===== src/sv/skvt_ram.sv =====
// skvt_ram: generic single-write, single-read memory with registered read.
// No dependencies.
module skvt_ram #(
    parameter int WIDTH = 8,
    parameter int DEPTH = 2
) (
    input  logic                     i_clk,
    input  logic                     i_we,
    input  logic [$clog2(DEPTH)-1:0] i_waddr,
    input  logic [WIDTH-1:0]         i_wdata,
    input  logic [$clog2(DEPTH)-1:0] i_raddr,
    output logic [WIDTH-1:0]         o_rdata
);

    logic [WIDTH-1:0] r_mem [DEPTH];
    logic [WIDTH-1:0] r_rdata;

    // Write port and registered read port
    always_ff @(posedge i_clk) begin
        if (i_we) begin
            r_mem[i_waddr] <= i_wdata;
        end
        r_rdata <= r_mem[i_raddr];
    end

    assign o_rdata = r_rdata;

endmodule


===== config.mk =====
export PLATFORM = sky130hd
export DESIGN_NAME = skvt_ram
export DESIGN_NICKNAME = d
export VERILOG_FILES = /design/src/sv/skvt_ram.sv
export SDC_FILE = /design/constraint.sdc
export NUM_CORES = 1
export LEC_CHECK = 0
export BUFFER_PORTS_ARGS = -buffer_cell sky130_fd_sc_hd__buf_4
export CORE_MARGIN = 5
export CORE_UTILIZATION = 44
export DETAILED_ROUTE_END_ITERATION = 10
export PLACE_DENSITY = 0.73
export SLEW_MARGIN = 20
export SYNTH_ARGS = -nofsm -noshare
export SYNTH_HDL_FRONTEND = slang
export SYNTH_SLANG_ARGS = --single-unit
export TNS_END_PERCENT = 50

===== constraint.sdc =====
create_clock -name i_clk -period 1.1 [get_ports i_clk]
set_input_delay 0.22 -clock i_clk [delete_from_list [all_inputs] [get_ports i_clk]]
set_output_delay 0.22 -clock i_clk [all_outputs]
set_load 0.01 [all_outputs]

==> metrics, run 1 <==
max frequency 1020 MHz; Leakage Power 0.400 nW; initial drt markers 6; Post-Syn Nets 47; Final Hold Fails 0; CORE AREA 1710 sq um; layout overhead on the synthesized area 25.0%; VDD IR max 0.905 mV; Synth cell types 6; pwr dens 1610 nW/um^2; critical path cell sequence buf_4; Final Skew 0.00908 ns; hold buffers post-CTS 0; fin cells 83; Crit-path slowest cell dfxtp_1; most common cell after layout, fill and taps aside buf_4; area leader, netlist edfxtp_1; crit-path max FO 1; first-pass GRT wire length 1.51 mm; FF/Latch Area 641 sq um; final core utilization 57.4%; global route overflow 0; Hold WC Path Type in2reg; vias 351; Total Routed Length 1.00 mm; number of synthesized register bits 24; Clk Latency, worst-skew pair 0.30 ns; DIE WIDTH 52.2 um; Setup Buffers After CTS 0; DRC viols 0; multi-input logic area 133 sq um; via count of the first global-routing pass 356; Yosys Warn Count 0; Slew headroom 76.8%; Setup Crit Path Kind reg2out; CP required 0.88 ns; r2r setup slk 0.33 ns; RSZ-0062 raised after global routing no; fin crit share 89.2%; startpoint types flip-flop; CP max stage delay 0.32 ns; drt pass-1 iters 3; worst-margin pin slew 0.348 ns; R2R depth 1; Hold Path Depth 1; mapped cell area 785 sq um; CTS tree done; sequential share of the synthesized area 81.7%; status finished clean; top cells by area, synth edfxtp_1 (61%), dfxtp_1 (20%), mux2_4 (15%), buf_6 (1.4%), and2_1 (0.80%); DR vias/cell 4.23; initial antenna violation count 0; Initial Util 45.9%; Slew Limit Fails 0; Final Critical Period 0.981 ns; routability congestion estimate 0.647; CP endpoint kind primary output; layout cell share with drive strength beyond 1 53.4%; Max-Cap Viols 0; Post-CTS Resized 0; reg-to-reg critical path startpoint r_mem[0][5]; post-route ant nets 0; die area 2730 sq um; Gate Count Post-Synth 35; WL/cell 12.1 um; n_diodes 0; sink of the worst hold path r_mem[0][5]; CTS max path bufs 2; WHS 0.0876 ns; filler cell count 131; Die Span Y 52.2 um; largest net degree at the start of global routing 14; fin nets 71; Placed Instances 79; CTS H-tree depth 1; Hold Crit Start i_wdata[5]; Critical Path AT 0.76 ns; commonest non-fill, non-tap cells in the layout buf_4 (20), edfxtp_1 (16), mux2_4 (8), dfxtp_1 (8), clkbuf_4 (3); CP bufs+invs 1; Finish-stage setup viols 0; total negative setup slack 0 ns; CTS root buf clkbuf_4; # rows 15; RR Endpoint o_rdata[5]; clk sinks 24; GRT Util Overall 8.33%; CP delay by family, top flip-flops; Inserted Clock Buffers 3; Synth Area per Inst 22.4 sq um; number of top-level pins 20; port bufs 19; clock-pin slew on the worst setup and hold paths 0.12 ns; Yosys top cell area share 61.2%
## worst max path at each step
stage                     startpoint     endpoint  slack [ns]  depth (start not counted)
after CTS                 o_rdata[6]   o_rdata[6]        0.11                          1
after floorplan                 i_we  r_mem[0][0]        0.09                          1
after global placement       i_waddr  r_mem[1][4]        0.13                          2
after detailed placement     i_waddr  r_mem[1][4]        0.11                          2
final                     o_rdata[6]   o_rdata[6]        0.12                          1
after global routing      o_rdata[7]   o_rdata[7]        0.08                          1
## layer usage
layer  GRT usage, %  routed length [um]
met1           8.53                 366
met2           13.2                 509
met3           4.56                 125
met4           5.11                   0
met5              0                   0
## synthesized netlist by cell type
cell       n
edfxtp_1  16
buf_6      1
and2_1     1
mux2_4     8
dfxtp_1    8
nor2b_1    1
## flip-flops by register name, indices dropped and copies added (netlist names)
signal,flops
r_mem,16
o_rdata,8
## cell type report
class / instances / area share, %
Clock buffer: 4 / 2.68
Multi-Input combinational cell: 10 / 13.5
Sequential cell: 24 / 65.3
Tap cell: 25 / 3.19
Timing Repair Buffer: 20 / 15.3
## power breakdown
part | switching, mW | internal (mW)
Sequential | 0.0165 | 1.03
Combinational | 0.0569 | 0.0991
Clock | 0.236 | 0.141
Total | 0.309 | 1.27
## stage by stage
stage	cell area [sq um]	power, mW	setup WS, ns
global placement	955	1.22	0.134
global route	981	1.66	0.0796
CTS	981	1.60	0.109
detailed placement	955	1.23	0.112
floorplan	785	1.14	0.0866
finish	981	1.58	0.119
## cells by family after synthesis
kind of cell           share of synthesized area [%]
flip-flops                                      81.7
AND/OR/NAND/NOR                                 1.60
buffers and inverters                           1.44
multiplexers                                    15.3
No activity file was read; power rests on OpenSTA's default activity.
==> run 2: changes to the inputs <==
- CORE_ASPECT_RATIO: unset -> 2
- CORE_UTILIZATION: 44 -> 28
- PLACE_DENSITY: 0.73 -> 0.53
==> metrics, run 2 (synthesis results as in run 1) <==
Crit path depth 1 (unchanged); CP required 0.88 ns (about the same); CP bufs+invs 1 (unchanged); RR Endpoint o_rdata[5]; largest net degree at the start of global routing 14 (unchanged); VDD IR max 0.806 mV (-11%); DRC viols 0 (unchanged); layout cell share with drive strength beyond 1 53.4% (unchanged); number of top-level pins 20 (unchanged); CP delay by family, top flip-flops; n_diodes 0 (unchanged); Post-CTS Resized 0 (unchanged); first-pass GRT wire length 1.47 mm (-2.8%); die area 4020 sq um (+48%); Setup Crit Path Kind reg2out; fin crit share 83.3% (-5.9 points); Max-Cap Viols 0 (unchanged); Slew Limit Fails 0 (unchanged); initial drt markers 8 (+2); vias 347 (-1.1%); CP max stage delay 0.30 ns (-0.02 ns); Finish-stage setup viols 0 (unchanged); initial antenna violation count 0 (unchanged); CP endpoint kind primary output; fin nets 71 (unchanged); Leakage Power 0.408 nW (+2.0%); CTS tree done; dpl cell area 960 sq um (+0.52%); Total Routed Length 932 um (-6.9%); R2R depth 1 (unchanged); status finished clean; Inserted Clock Buffers 3 (unchanged); WHS 0.141 ns (+0.0530 ns); Hold Path Depth 1 (unchanged); clk sinks 24 (unchanged); sink of the worst hold path r_mem[0][4]; cell area after layout 1000 sq um (+2.4%); routability congestion estimate 0.616 (-4.7%); Hold WC Path Type in2reg; startpoint types flip-flop; Most flops, register r_mem; reg-to-reg critical path startpoint r_mem[0][5]; DR vias/cell 3.99 (-5.7%); CTS max path bufs 2 (unchanged); GRT Util Overall 5.35% (-3.0 points); Hold Crit Start i_wdata[4]; # rows 27 (+12); filler cell count 271 (+110%); critical path cell sequence buf_4; pwr dens 1700 nW/um^2 (+5.2%); Slew headroom 76.5% (-0.26 points); commonest non-fill, non-tap cells in the layout buf_4 (20), edfxtp_1 (16), mux2_4 (8), dfxtp_1 (8), clkbuf_8 (3); CTS root buf clkbuf_8; Crit-path slowest cell dfxtp_1; Clk Latency, worst-skew pair 0.26 ns (-0.04 ns); CORE AREA 2740 sq um (+60%); crit-path max FO 1 (unchanged); Final Critical Period 0.917 ns (-0.0647 ns); total negative setup slack 0 ns (unchanged); port bufs 19 (unchanged); max frequency 1090 MHz (+7.1%); Setup Buffers After CTS 0 (unchanged); final core utilization 36.7% (-21 points); RSZ-0062 raised after global routing no; post-route ant nets 0 (unchanged); Final Hold Fails 0 (unchanged); Die Span Y 84.9 um (+62%); worst-margin pin slew 0.352 ns (+0.00386 ns); most common cell after layout, fill and taps aside buf_4; Critical Path AT 0.70 ns (-0.06 ns); Initial Util 28.7% (-17 points); hold buffers post-CTS 0 (unchanged); r2r setup slk 0.36 ns (+0.03 ns); global route overflow 0 (unchanged); WL/cell 10.7 um (-11%); drt pass-1 iters 3 (unchanged); max FFs per register 16 (unchanged); clock-pin slew on the worst setup and hold paths 0.08 ns (-0.04 ns); Final Skew 0.00120 ns (-0.00788 ns); layout overhead on the synthesized area 28.1%; via count of the first global-routing pass 363 (+2.0%); DIE WIDTH 47.4 um (-9.2%); Tot Pwr 1.70 mW (+7.7%); CTS H-tree depth 1 (unchanged)
==> run 2: area by class of cell <==
type,instances,area (sq um),share of cell area [%]
clock inverters,1,3.75,0.374
well taps,29,36.3,3.61
flip-flops and latches,24,641,63.8
clock buffers,3,41.3,4.11
multi-input cells,10,133,13.2
repair buffers,20,150,14.9
==> run 2: report_power, final <==
group,total [mW],switching (mW),internal [mW],leakage (nW)
clock network,0.503,0.254,0.249,0.0231
registers,1.05,0.0154,1.03,0.218
logic,0.153,0.0543,0.0990,0.167
==> run 2: metrics by stage <==
stage | setup WS, ns | cells
after global placement | 0.126 | 83
after detailed placement | 0.103 | 83
after floorplan | 0.0866 | 35
after CTS | 0.173 | 87
after global routing | 0.151 | 87
final | 0.183 | 87
==> run 2: routing by layer <==
layer / vias up / part of all wire, % / GRT usage [%]
li1: 176 / - / -
met1: 153 / 31 / 5.02
met2: 14 / 58 / 8.44
met3: 4 / 7.5 / 1.91
met4: 0 / 3.3 / 4.53
met5: - / 0 / 0
==> run 2: how the worst max path moves through the flow <==
| stage | from | end |
|---|---|---|
| floorplan | i_we | r_mem[0][0] |
| global placement | i_waddr | r_mem[1][1] |
| detailed placement | i_waddr | r_mem[1][1] |
| CTS | o_rdata[3] | o_rdata[3] |
| global route | o_rdata[5] | o_rdata[5] |
| finish | o_rdata[3] | o_rdata[3] |
